<file path="src/design/swmm_pkg.sv">
package swmm_pkg;

  // per-cycle control broadcast along the row of cells
  typedef struct packed {
    logic load;   // a transaction is accepted this cycle, every cell shifts
    logic clear;  // start of a new sequence, all held entries die
  } cell_ctrl_t;

endpackage

</file>
<file path="src/design/swmm_cell.sv">
module swmm_cell #(
  parameter int W        = 32,
  parameter int WW       = 7,
  parameter int CELL_IDX = 0
) (
  input  logic                 clk,
  input  logic                 rst,
  input  swmm_pkg::cell_ctrl_t ctrl,
  input  logic [WW-1:0]        win,
  input  logic signed [W-1:0]  sample,
  input  logic signed [W-1:0]  in_value,
  input  logic                 in_lo,
  input  logic                 in_hi,
  output logic signed [W-1:0]  value,
  output logic                 live_lo,
  output logic                 live_hi,
  output logic                 keep_lo,
  output logic                 keep_hi
);

  logic expire;

  // this cell holds the sample of age CELL_IDX+1 when the next one arrives
  assign expire  = (WW'(CELL_IDX + 1) >= win);
  assign keep_lo = live_lo && !expire && !(value > sample) && !ctrl.clear;
  assign keep_hi = live_hi && !expire && !(value < sample) && !ctrl.clear;

  always_ff @(posedge clk) begin
    if (rst) begin
      live_lo <= 1'b0;
      live_hi <= 1'b0;
    end else if (ctrl.load) begin
      live_lo <= in_lo;
      live_hi <= in_hi;
    end
  end

  always_ff @(posedge clk) begin
    if (ctrl.load) begin
      value <= in_value;
    end
  end

endmodule

</file>
<file path="config.mk">
export PLATFORM = sky130hd
export DESIGN_NAME = swmm_cell
export DESIGN_NICKNAME = d
export VERILOG_FILES = /design/src/design/swmm_pkg.sv /design/src/design/swmm_cell.sv
export SDC_FILE = /design/constraint.sdc
export NUM_CORES = 1
export LEC_CHECK = 0
export ABC_CLOCK_PERIOD_IN_PS = 5000
export BUFFER_PORTS_ARGS = -buffer_cell sky130_fd_sc_hd__buf_2
export CORE_UTILIZATION = 47
export DETAILED_ROUTE_END_ITERATION = 7
export GPL_ROUTABILITY_DRIVEN = 0
export PLACE_DENSITY = 0.93
export SYNTH_ARGS = -nofsm -noshare
export SYNTH_HDL_FRONTEND = slang
export SYNTH_SLANG_ARGS = --single-unit
</file>
<file path="constraint.sdc">
create_clock -name clk -period 5 [get_ports clk]
set_input_delay 1 -clock clk [delete_from_list [all_inputs] [get_ports clk]]
set_output_delay 1 -clock clk [all_outputs]
set_load 0.01 [all_outputs]
</file>
Word level (Yosys, flattened, before mapping)
Index checks and enable logic that the tools add are counted.
{"block": "totals", "register_bits": 34, "out_inout_bits": 36}
{"block": "classes", "n_lt_le_gt_ge": 3, "n_reduce_logical": 10}
{"op": "32-bit greater-than comparator", "count": 1}
{"op": "32-bit less-than comparator", "count": 1}
{"op": "1-bit by 7-bit greater-or-equal comparator with 1-bit output, first input constant", "count": 1}
{"op": "1-bit logical AND", "count": 6}
{"op": "1-bit logical NOT", "count": 4}

Depth between registers and ports, before layout
Gate-level depths: netlist (run 1).
{"block": "depth", "depth_word": 5, "mapped_depth": 8, "ltp_nobuf": 8}

Worst setup path before layout (run 1)
No wires, ideal clock.
{"block": "synth_path", "path_kind": "input to output", "startpoint": "in sample[31]", "endpoint": "out keep_lo", "arrival_time_ns": 2.670, "setup_slack_ns": 1.330, "cell_stages": 8, "cell_sequence": "inv_1 ha_1 nand4_2 nor4_2 nand4_1 a41o_1 and4b_1 o311a_1"}
{"block": "synth_between", "elab_chain_cells": 4}
{"element": "start: declaration", "line": "swmm_cell.sv:10", "source": "input logic signed [W-1:0] sample,"}
{"element": "32-bit greater-than comparator", "line": "swmm_cell.sv:25", "source": "assign keep_lo = live_lo && !expire && !(value > sample) && !ctrl.clear;"}
{"element": "1-bit logical NOT", "line": "swmm_cell.sv:25"}
{"element": "1-bit logical AND (2 in a row)", "line": "swmm_cell.sv:25"}
{"element": "end: declaration", "line": "swmm_cell.sv:17", "source": "output logic keep_lo,"}
Every way passes these cells.

Worst setup path in the final report (run 1)
Ends and elaborated chain as after synthesis.

==> impl_summary.log, run 1 <==
[metrics] run status: completed
[metrics] later-pin clock latency in the skew report: 0.28 ns
[metrics] Min Clock Period, post-route: ~4.1 ns
[metrics] number of maximum-capacitance violations: 0
[metrics] final wirelength: between 4 and 5 mm
[metrics] die outline area: 0.00431 mm²
[metrics] Finished Core Util: 0.689
[metrics] type of origin of the critical path: input pin
[metrics] HPWL after detailed placement: 3.75 mm
[metrics] Max-Slew Margin vs Limit: 0.498
[metrics] cell area after synthesis: 0.00190 mm²
[metrics] CP max stage delay: 0.36 ns
[metrics] synthesized netlist cell count: 161
[metrics] pre-CTS setup slack: 0.875 ns
[metrics] post-route setup slack: 0.856 ns
[metrics] Static Leak: 1.36 nW
[metrics] global route total overflow: 0
[metrics] number of port buffers: between 100 and 150
[metrics] remaining antenna violation count after routing: 0
[metrics] kind of capture point of the worst setup path: primary output
[metrics] Area growth, synth to finish: 36.5%
[metrics] TritonCTS sink count: 34
[metrics] maximum achievable frequency: 0.241 GHz
[metrics] Synthesis Warnings: 0
[metrics] number of search-and-repair iterations in the first detailed-routing pass: 4
[metrics] most instantiated flip-flop cell in the synthesis netlist: edfxtp_1
[metrics] area fraction of the dominant cell type after synthesis: 0.505
[metrics] count of buffers added by post-CTS timing repair for setup: 0
[metrics] drc violations: 0
[metrics] number of buffers inserted by hold repair at cts: 0
[metrics] Longest Clk Path Bufs: 2
[metrics] number of slew-limit violations in the final report: 0
[metrics] detailed-route vias per instance: around 5
[metrics] category of the most critical setup path: input pin to primary output
[metrics] clock edge transition at the registers on the reported setup and hold paths: about 0.060 ns
[metrics] largest net degree at the start of global routing: 35
[metrics] maximum level of the CTS H-tree: 2
[metrics] number of DRC violations after detailed-routing iteration 0: 65
[metrics] Core Area: 0.00377 mm²
[metrics] register bit total from synthesis: 34
[metrics] register area share after synthesis: 0.526
[metrics] number of inserted filler cells in the final layout: 301
[metrics] row count: 22
[metrics] wire length of the first global-routing pass: 6.73 mm
[metrics] setup repair after global routing missed its margin: no
[metrics] Starting Density: 0.505
[metrics] crit-path max FO: 4
[metrics] Worst Skew: 0 ns
[metrics] worst vdd ir: 0.195 mV
[metrics] cell types occupying the most area after synthesis: edfxtp_1, ha_1, inv_1
[metrics] asr flop ratio synth: 0
[metrics] clock root cell: clkbuf_8
[metrics] number of gates resized after CTS: 0
[metrics] Worst Path Arrival: between 3 and 4 ns
[metrics] Final Hold Vio Count: 0
[metrics] Critical Path Slowest Stage Cell: nor4_2
[metrics] CP required: 4.00 ns
[metrics] final hold slack: ~0.54 ns
[metrics] TritonCTS buffer count: 5
[metrics] Die Y-Extent: 65.7 µm
[metrics] Post-synth EDFFs: 32
[metrics] Die X-Extent: 65.7 µm
[metrics] antenna violations before repair: 0
[metrics] Final period util: 0.829
[metrics] number of nets in the layout: a little under 400
[metrics] detail-routed net length per standard cell: 13.6 µm
[metrics] layout cells sized above 1: 0.439
[metrics] post-synth net total: 270
[metrics] setup total negative slack: 0 ns
[metrics] area leader, netlist: edfxtp_1
[metrics] count of buffer and inverter cells on the critical path: 3
[metrics] leading cell type by number of instances after synthesis: inv_1
[metrics] worst min path class: register to register
[metrics] count of distinct cell types in the synthesized netlist: 28
[metrics] delay-heaviest family, CP: simple AND/OR/NAND/NOR gates
[metrics] Setup violations, final: 0
[metrics] slew at the pin closest to its max-slew limit: 0.753 ns
[metrics] Top-Level Pins: 113
[metrics] most instantiated cells after synthesis: inv_1, edfxtp_1, ha_1
[metrics] critical path, cell by cell: buf_2, inv_1, ha_1, nand4_2, nor4_2, nand4_1, a41o_1, and4b_1, o311a_1, buf_2
[metrics] mean post-synth cell area: 11.8 µm²
[metrics] crit-path most repeated cell: buf_2
[metrics] GRT Total Usage: 0.218
[metrics] via total after detailed routing: 1,640
[metrics] TritonCTS clock tree: yes
[metrics] number of antenna repair diodes: 0
[metrics] via count of the first global-routing pass: 1,594
[metrics] Pwr Density: 263 mW/mm²
==> power breakdown <==
part / internal (mW) / switching, mW / total, mW
clock: 0.0988 / 0.0917 / 0.191
combinational: 0.0694 / 0.0751 / 0.144
sequential: 0.337 / 0.0122 / 0.349
total: 0.505 / 0.179 / 0.684
==> routing by layer <==
metal,track usage,part of all wire
met4,0.109,0.021
met2,0.401,0.54
met3,0.0747,0.057
met1,0.212,0.38
met5,0,0
==> cells by family (layout without fill, tap and decap cells) <==
| logic type | Yosys count | after routing | share of synthesized area |
|---|---|---|---|
| AOI/OAI and AO/OA | 25 | 25 | 0.0834 |
| adders and majority gates | 32 | 32 | 0.210 |
| buffers and inverters | 33 | 152 | 0.0650 |
| DFF | 34 | 34 | 0.526 |
| muxes | 2 | 2 | 0.0105 |
| and+or+nand+nor | 35 | 35 | 0.105 |
==> sequential cells by signal, indices dropped and copies added (netlist names) <==
name	flops
live_lo	1
live_hi	1
value	32
==> area by class of cell <==
class | instances | area (µm²) | area share
Tap cell | 48 | 60.1 | 0.0231
Inverter | 33 | 124 | 0.0476
Timing Repair Buffer | 111 | 556 | 0.214
Multi-Input combinational cell | 94 | 779 | 0.300
Sequential cell | 34 | 1000 | 0.385
Clock buffer | 8 | 80.1 | 0.0308
==> through the flow <==
stage | area [µm²] | cells | total power [mW]
2_1_floorplan | 1900 | 161 | 0.425
3_3_place_gp | 2520 | 320 | 0.490
3_5_place_dp | 2520 | 320 | 0.500
4_1_cts | 2600 | 328 | 0.693
5_1_grt | 2600 | 328 | 0.721
6_report | 2600 | 328 | 0.684
==> path summary, 6_finish.rpt <==
| check | from | endpoint | slack, ns | cells after the start |
|---|---|---|---|---|
| setup reg to reg | live_lo$_SDFFE_PP0P_ | live_lo$_SDFFE_PP0P_ | 4.38 | 2 |
| setup / recovery | sample[31] | keep_lo | 0.86 | 10 |
| hold reg to reg | live_hi$_SDFFE_PP0P_ | live_hi$_SDFFE_PP0P_ | 0.54 | 2 |
| hold / removal | live_hi$_SDFFE_PP0P_ | live_hi$_SDFFE_PP0P_ | 0.54 | 2 |
==> worst register-to-register path: cells and delay by family, from the launching register on <==
kind	cells	cell delay, ns
flops	1	0.33
mux	1	0.13
simple gates	1	0.05
==> cells in the final DEF (no fill, tap or decap) <==
cell	count
a2111oi_0	1
a211oi_1	2
a21o_1	2
a21o_2	1
a21oi_1	12
a221o_1	1
a41o_1	1
and2_2	1
and4b_1	1
buf_2	111
clkbuf_1	3
clkbuf_8	5
dfxtp_1	2
edfxtp_1	32
ha_1	32
inv_1	33
mux2i_1	2
nand2_1	12
nand2b_1	1
nand3_1	1
nand4_1	4
nand4_2	1
nor2_1	7
nor3_1	2
nor3b_2	1
nor4_1	1
nor4_2	2
o21ai_0	3
o22ai_1	1
o311a_1	1
or2b_2	1
(Power assumes the default switching activity.)
==> inputs of run 2 (changes only) <==
--- a/config.mk
+++ b/config.mk
@@ -5,12 +5,13 @@
 export SDC_FILE = /design/constraint.sdc
 export NUM_CORES = 1
 export LEC_CHECK = 0
-export ABC_CLOCK_PERIOD_IN_PS = 5000
+export ABC_AREA = 1
+export ABC_CLOCK_PERIOD_IN_PS = 3350
 export BUFFER_PORTS_ARGS = -buffer_cell sky130_fd_sc_hd__buf_2
-export CORE_UTILIZATION = 47
+export CORE_UTILIZATION = 40
 export DETAILED_ROUTE_END_ITERATION = 7
 export GPL_ROUTABILITY_DRIVEN = 0
-export PLACE_DENSITY = 0.93
+export PLACE_DENSITY = 0.84
 export SYNTH_ARGS = -nofsm -noshare
 export SYNTH_HDL_FRONTEND = slang
 export SYNTH_SLANG_ARGS = --single-unit
==> constraint.sdc (replaced) <==
create_clock -name clk -period 3.35 [get_ports clk]
set_input_delay 0.67 -clock clk [delete_from_list [all_inputs] [get_ports clk]]
set_output_delay 0.67 -clock clk [all_outputs]
set_load 0.01 [all_outputs]
==> run 2 against run 1 <==
  * Register-to-register slack got worse by 1.6 ns
  * Hold slack got worse by 0.058 ns
  * Cell count rose by 16%
  * Combinational power rose by 56%
  * Utilization fell by 12 points
  * Design area rose by 3.6%
  * Critical path depth rose by 3
  * Worst setup slack got worse by 0.28 ns
  * Non-clock buffer count did not move
  * Synthesized cell count rose by 22%
  * Sequential power rose by 49%
  * Largest cell class unchanged
==> impl_summary.log, run 2 <==
[metrics] top register by number of flip-flops: value
[metrics] register area share after synthesis: 0.507 (-0.0183)
[metrics] Pwr Density: 383 mW/mm² (+45%)
[metrics] global route total overflow: 0 (unchanged)
[metrics] remaining antenna violation count after routing: 0 (unchanged)
[metrics] Top-Level Pins: 113 (unchanged)
[metrics] Final period util: 0.829
[metrics] Post-synth EDFFs: 32 (unchanged)
[metrics] slew at the pin closest to its max-slew limit: 0.786 ns (+0.0323 ns)
[metrics] worst min path class: register to register
[metrics] post-synth net total: 305 (+13%)
[metrics] detail-routed net length per standard cell: 10.9 µm (-20%)
[metrics] number of port buffers: 111 (unchanged)
[metrics] leading cell type by number of instances after synthesis: inv_1
[metrics] Area growth, synth to finish: 36.5% (about the same)
[metrics] Longest Clk Path Bufs: 2 (unchanged)
[metrics] most instantiated flip-flop cell in the synthesis netlist: edfxtp_1
[metrics] Worst Skew: 0 ns (unchanged)
[metrics] Static Leak: 1.47 nW (+7.7%)
[metrics] cell types occupying the most area after synthesis: edfxtp_1, ha_1, inv_1
[metrics] number of slew-limit violations in the final report: 0 (unchanged)
[metrics] number of nets in the layout: 423 (+9.0%)
[metrics] most instantiated cells after synthesis: inv_1, nand2_1, edfxtp_1, ha_1, a21oi_1
[metrics] highest-count cells in the layout ignoring fill and taps: buf_2, inv_1, nand2_1, ha_1, edfxtp_1
[metrics] TritonCTS buffer count: 5 (unchanged)
[metrics] Critical Path Slowest Stage Cell: ha_1
[metrics] final wirelength: 4.18 mm (-6.5%)
[metrics] reg2reg path depth: 2 (unchanged)
[metrics] number of antenna repair diodes: 0 (unchanged)
[metrics] count of buffer and inverter cells on the critical path: 4 (+1)
[metrics] clock edge transition at the registers on the reported setup and hold paths: 0.07 ns (about the same)
[metrics] register bit total from synthesis: 34 (unchanged)
[metrics] Starting Density: 0.418 (-0.0872)
[metrics] Max-Slew Margin vs Limit: 0.476 (-0.0215)
[metrics] setup repair after global routing missed its margin: no
[metrics] number of gates resized after CTS: 0 (unchanged)
[metrics] number of flip-flops in the largest register: 32 (unchanged)
[metrics] HPWL after detailed placement: 3.51 mm (-6.6%)
[metrics] delay-heaviest family, CP: simple AND/OR/NAND/NOR gates
[metrics] asr flop ratio synth: 0 (unchanged)
[metrics] number of maximum-capacitance violations: 0 (unchanged)
[metrics] worst vdd ir: 0.258 mV (+33%)
[metrics] area fraction of the dominant cell type after synthesis: 0.487 (-0.0176)
[metrics] critical path, cell by cell: buf_2, inv_1, ha_1, nand2_1, nor2_2, nand2_2, nor3b_2, nand2_1, nand3_1, nand3_1, nand2_1, inv_1, buf_2
[metrics] wire length of the first global-routing pass: 6.51 mm (-3.3%)
[metrics] Setup violations, final: 0 (unchanged)
[metrics] layout cells sized above 1: 0.403 (-0.0361)
[metrics] antenna violations before repair: 0 (unchanged)
[metrics] synthesized netlist cell count: 196 (+22%)
[metrics] kind of capture point of the worst setup path: primary output
[metrics] maximum achievable frequency: 0.360 GHz
[metrics] Die Y-Extent: 72.2 µm (+10%)
[metrics] largest registers: value (32), live_hi (1), live_lo (1)
[metrics] GRT Total Usage: 0.163 (-0.0547)
[metrics] Min Clock Period, post-route: 2.78 ns
[metrics] crit-path most repeated cell: nand2_1
[metrics] later-pin clock latency in the skew report: 0.28 ns (about the same)
[metrics] Synthesis Warnings: 0 (unchanged)
[metrics] most common cell after layout, fill and taps aside: buf_2
[metrics] number of search-and-repair iterations in the first detailed-routing pass: 4 (unchanged)
[metrics] critical path depth: 13 (+3)
[metrics] count of buffers added by post-CTS timing repair for setup: 0 (unchanged)
[metrics] run status: completed
[metrics] count of distinct cell types in the synthesized netlist: 21 (-25%)
[metrics] area leader, netlist: edfxtp_1
[metrics] Worst Path Arrival: 2.11 ns (-1.03 ns)
[metrics] TritonCTS sink count: 34 (unchanged)
[metrics] cell area after synthesis: 0.00197 mm² (+3.6%)
[metrics] via count of the first global-routing pass: 1,675 (+5.1%)
[metrics] Sequential cell area: 0.00100 mm² (unchanged)
[metrics] largest net degree at the start of global routing: 36 (+2.9%)
[metrics] crit-path max FO: 2 (-2)
[metrics] number of inserted filler cells in the final layout: 431 (+43%)
[metrics] Pwr Total: 1.03 mW (+51%)
[metrics] TritonCTS clock tree: yes
[metrics] detailed-route vias per instance: 4.44 (-11%)
[metrics] die outline area: 0.00522 mm² (+21%)
[metrics] clock root cell: clkbuf_8
[metrics] area occupied by multi-input gates: 807 µm² (+3.5%)
[metrics] Final Hold Vio Count: 0 (unchanged)
[metrics] row count: 25 (+14%)
[metrics] Core Area: 0.00472 mm² (+25%)
[metrics] via total after detailed routing: 1,697 (+3.5%)
[metrics] CP max stage delay: 0.29 ns (-0.07 ns)
[metrics] CP required: 2.68 ns (-1.32 ns)
[metrics] maximum level of the CTS H-tree: 2 (unchanged)
[metrics] type of origin of the critical path: input pin
[metrics] category of the most critical setup path: input pin to primary output
[metrics] number of DRC violations after detailed-routing iteration 0: 37 (-43%)
[metrics] number of buffers inserted by hold repair at cts: 0 (unchanged)
[metrics] Die X-Extent: 72.2 µm (+10%)
[metrics] number of stages on the worst hold path: 2 (unchanged)
[metrics] drc violations: 0 (unchanged)
[metrics] setup total negative slack: 0 ns (unchanged)
[metrics] mean post-synth cell area: 10.1 µm² (-15%)
## run 2: logic make-up (layout without fill, tap and decap cells)
logic type      count (synthesis)  in the layout  share of synthesized area
flops                          34             34                      0.507
simple gates                   67             67                      0.155
compound gates                 19             19                     0.0507
fa+ha+maj                      32             32                      0.203
buf+inv                        44            163                     0.0837
## run 2: layer usage
layer,vias up,GRT usage,part of all wire
li1,876,-,-
met1,751,0.176,0.41
met2,65,0.303,0.52
met3,5,0.0472,0.060
met4,0,0.0545,0.0079
met5,-,0,0
## run 2: layout make-up
type	instances	share of cell area
flip-flops and latches	34	0.372
multi-input cells	118	0.300
repair buffers	111	0.206
inverters	44	0.0613
well taps	67	0.0311
clock buffers	6	0.0269
clock inverters	2	0.00325
## run 2: final timing paths
| kind | startpoint | endpoint | slack (ns) |
|---|---|---|---|
| worst max-delay path | sample[27] | keep_lo | 0.57 |
| worst min-delay path | live_lo$_SDFFE_PP0P_ | live_lo$_SDFFE_PP0P_ | 0.49 |
| worst max register to register | live_hi$_SDFFE_PP0P_ | live_hi$_SDFFE_PP0P_ | 2.75 |
| worst min register to register | live_lo$_SDFFE_PP0P_ | live_lo$_SDFFE_PP0P_ | 0.49 |
## run 2: tightest hold or removal path: stages, from the launching register on
cell and delay [ns]:
dfxtp_1 0.32, nand2_1 0.07, a21oi_1 0.06
## run 2: through the flow
stage	cell area, µm²	worst slack [ns]	std cells	util	hold WS, ns
2_1_floorplan	1970	0.910	196	-	0.485
5_1_grt	2690	0.417	382	0.570	0.513
6_report	2690	0.574	382	0.570	0.486
3_5_place_dp	2610	0.537	374	0.553	0.477
4_1_cts	2690	0.533	382	0.570	0.487
3_3_place_gp	2610	0.553	374	0.553	0.461
## run 2: report_power, final
| group | internal [mW] | switching [mW] | total [mW] |
|---|---|---|---|
| Combinational | 0.106 | 0.118 | 0.225 |
| Sequential | 0.502 | 0.0178 | 0.520 |
| Clock | 0.143 | 0.143 | 0.286 |
| Total | 0.751 | 0.279 | 1.03 |
==> inputs of run 3 (changes only) <==
--- a/config.mk
+++ b/config.mk
@@ -6,12 +6,12 @@
 export NUM_CORES = 1
 export LEC_CHECK = 0
 export ABC_AREA = 1
-export ABC_CLOCK_PERIOD_IN_PS = 3350
+export ABC_CLOCK_PERIOD_IN_PS = 2800
 export BUFFER_PORTS_ARGS = -buffer_cell sky130_fd_sc_hd__buf_2
-export CORE_UTILIZATION = 40
+export CORE_UTILIZATION = 44
 export DETAILED_ROUTE_END_ITERATION = 7
 export GPL_ROUTABILITY_DRIVEN = 0
-export PLACE_DENSITY = 0.84
+export PLACE_DENSITY = 0.87
 export SYNTH_ARGS = -nofsm -noshare
 export SYNTH_HDL_FRONTEND = slang
 export SYNTH_SLANG_ARGS = --single-unit
==> constraint.sdc (replaced) <==
create_clock -name clk -period 2.8 [get_ports clk]
set_input_delay 0.56 -clock clk [delete_from_list [all_inputs] [get_ports clk]]
set_output_delay 0.56 -clock clk [all_outputs]
set_load 0.01 [all_outputs]
==> run 3 against run 2 <==
  * Routed wire length down 3.3%
  * Non-clock buffer count unchanged
  * Worst setup slack worse by 0.36 ns
  * Count of clock-buffer cells in the layout up 1
  * Total power up 19%
  * First-iteration DRC count up 51%
  * Clock skew unchanged
  * Clock power up 19%
  * Design area down 0.84%
  * Cell count down 4.5%
  * Sequential power up 19%
  * Combinational power up 20%
  * Critical path type is now register to primary output
  * Critical endpoint unchanged
  * Largest cell class unchanged
  * Largest power group unchanged
==> impl_summary.log, run 3 (synthesized netlist as in run 2, its figures left out) <==
[metrics] run status: completed
[metrics] final hold slack: 0.457 ns (-0.0299 ns)
[metrics] pre-CTS setup slack: 0.218 ns (-0.320 ns)
[metrics] antenna violations before repair: 0 (unchanged)
[metrics] number of search-and-repair iterations in the first detailed-routing pass: 4 (unchanged)
[metrics] maximum achievable frequency: 0.387 GHz
[metrics] top register by number of flip-flops: value
[metrics] die outline area: 0.00476 mm² (-8.8%)
[metrics] number of maximum-capacitance violations: 0 (unchanged)
[metrics] HPWL after detailed placement: 3.41 mm (-2.8%)
[metrics] setup total negative slack: 0 ns (unchanged)
[metrics] number of gates resized after CTS: 0 (unchanged)
[metrics] capture point of the worst path: keep_lo
[metrics] Setup violations, final: 0 (unchanged)
[metrics] row count: 23 (-8.0%)
[metrics] number of port buffers: 111 (unchanged)
[metrics] worst min path class: input pin to register
[metrics] detail-routed net length per standard cell: 11.1 µm (+1.3%)
[metrics] TritonCTS clock tree: yes
[metrics] reg2reg path depth: 2 (unchanged)
[metrics] crit-path most repeated cell: nand2_1
[metrics] post-route setup slack: 0.213 ns (-0.360 ns)
[metrics] count of buffer and inverter cells on the critical path: 2 (-2)
[metrics] number of inserted filler cells in the final layout: 360 (-16%)
[metrics] via total after detailed routing: 1,673 (-1.4%)
[metrics] Static Leak: 1.47 nW (-0.19%)
[metrics] Worst Path Arrival: 2.03 ns (-0.08 ns)
[metrics] Starting Density: 0.476 (+0.0584)
[metrics] Max-Slew Margin vs Limit: 0.487 (+0.0105)
[metrics] worst vdd ir: 0.265 mV (+2.6%)
[metrics] detailed-route vias per instance: 4.58 (+3.2%)
[metrics] global route total overflow: 0 (unchanged)
[metrics] clock root cell: clkbuf_8
[metrics] remaining antenna violation count after routing: 0 (unchanged)
[metrics] Critical path origin: value[31]$_DFFE_PP_
[metrics] Core Area: 0.00414 mm² (-12%)
[metrics] final wirelength: 4.04 mm (-3.3%)
[metrics] critical path depth: 12 (-1)
[metrics] number of buffers inserted by hold repair at cts: 0 (unchanged)
[metrics] most common cell after layout, fill and taps aside: buf_2
[metrics] Worst R2R End: live_lo$_SDFFE_PP0P_
[metrics] start point of the worst min-delay path: in_value[11]
[metrics] count of buffers added by post-CTS timing repair for setup: 0 (unchanged)
[metrics] Area growth, synth to finish: 35.4%
[metrics] Critical Path Slowest Stage Cell: edfxtp_1
[metrics] Longest Clk Path Bufs: 2 (unchanged)
[metrics] largest net degree at the start of global routing: 36 (unchanged)
[metrics] critical register-to-register path startpoint: live_lo$_SDFFE_PP0P_
[metrics] drc violations: 0 (unchanged)
[metrics] FF-to-FF setup slack: 2.20 ns (-0.55 ns)
[metrics] clock edge transition at the registers on the reported setup and hold paths: 0.07 ns (about the same)
[metrics] CP required: 2.24 ns (-0.44 ns)
[metrics] number of nets in the layout: 423 (unchanged)
[metrics] crit-path max FO: 2 (unchanged)
[metrics] Final period util: 0.924
[metrics] TritonCTS buffer count: 5 (unchanged)
[metrics] number of antenna repair diodes: 0 (unchanged)
[metrics] setup repair after global routing missed its margin: no
[metrics] layout cells sized above 1: 0.400 (-0.00317)
[metrics] Die Y-Extent: 69.0 µm (-4.5%)
[metrics] Top-Level Pins: 113 (unchanged)
[metrics] critical path, cell by cell: ha_1, nand2_2, nor2_4, nand2_2, nor3b_2, nand2_1, nand2_1, nand2_1, nand3_1, nand2_1, inv_1, buf_2
[metrics] CP max stage delay: 0.41 ns (+0.12 ns)
[metrics] Min Clock Period, post-route: between 2 and 3 ns
[metrics] number of slew-limit violations in the final report: 0 (unchanged)
[metrics] type of origin of the critical path: register
[metrics] largest registers: value (32), live_hi (1), live_lo (1)
[metrics] via count of the first global-routing pass: 1,586 (-5.3%)
[metrics] Final Hold Vio Count: 0 (unchanged)
[metrics] delay-heaviest family, CP: simple AND/OR/NAND/NOR gates
[metrics] kind of capture point of the worst setup path: primary output
[metrics] category of the most critical setup path: register to primary output
[metrics] Worst Skew: 0 ns (unchanged)
[metrics] wire length of the first global-routing pass: 6.08 mm (-6.7%)
[metrics] GRT Total Usage: 0.177 (+0.0138)
[metrics] slew at the pin closest to its max-slew limit: 0.770 ns (-0.0157 ns)
[metrics] number of DRC violations after detailed-routing iteration 0: 56 (+51%)
[metrics] highest-count cells in the layout ignoring fill and taps: buf_2, inv_1, nand2_1, ha_1, edfxtp_1
[metrics] TritonCTS sink count: 34 (unchanged)
[metrics] Pwr Density: 460 mW/mm² (+20%)
[metrics] maximum level of the CTS H-tree: 2 (unchanged)
[metrics] number of flip-flops in the largest register: 32 (unchanged)
[metrics] later-pin clock latency in the skew report: 0.27 ns (about the same)
[metrics] Die X-Extent: 69.0 µm (-4.5%)
==> run 3: cell count changes in the layout (fill, tap and decap cells not counted), sizes merged <==
| cell | before | now |
|---|---|---|
| clkinv | 3 | 2 |
| clkbuf | 6 | 7 |
==> run 3: routing by layer <==
| layer | routed length, µm | track usage |
|---|---|---|
| met1 | 1590 | 0.185 |
| met2 | 2150 | 0.340 |
| met3 | 284 | 0.0411 |
| met4 | 17 | 0.0612 |
| met5 | 0 | 0 |
==> run 3: cell type report <==
| cell class | count | area (µm²) | share of cell area |
|---|---|---|---|
| flip-flops and latches | 34 | 1000 | 0.375 |
| repair buffers | 111 | 556 | 0.208 |
| inverters | 44 | 165 | 0.0618 |
| clock inverters | 1 | 3.75 | 0.00141 |
| multi-input cells | 118 | 807 | 0.302 |
| clock buffers | 7 | 76.3 | 0.0286 |
| well taps | 50 | 62.6 | 0.0234 |
==> run 3: worst reg2reg max path: cells and delay by family, from the launching register on <==
| family | cells | cell delay [ns] |
|---|---|---|
| DFF | 1 | 0.36 |
| and+or+nand+nor | 1 | 0.06 |
| AOI/OAI and AO/OA | 1 | 0.11 |
==> run 3: worst min-delay path by stage <==
stage / endpoint / cells after the start
after floorplan: live_lo$_SDFFE_PP0P_ / 2
after global placement: live_lo$_SDFFE_PP0P_ / 2
after detailed placement: live_hi$_SDFFE_PP0P_ / 2
after CTS: value[9]$_DFFE_PP_ / 1
after global routing: value[9]$_DFFE_PP_ / 1
final: value[11]$_DFFE_PP_ / 1
==> run 3: stage by stage <==
step	std cells	instance area [µm²]	utilization	power (mW)
final	365	2670	0.645	1.23
after global routing	365	2670	0.645	1.30
after CTS	365	2670	0.645	1.24
after detailed placement	357	2590	0.625	0.906
after global placement	357	2590	0.625	0.890
after floorplan	196	1970	-	0.778
==> run 3: report_power, final <==
part           total [mW]  switching (mW)  internal, mW
Sequential          0.621          0.0204         0.601
Combinational       0.269           0.142         0.127
Clock               0.339           0.166         0.173
Total                1.23           0.328         0.901
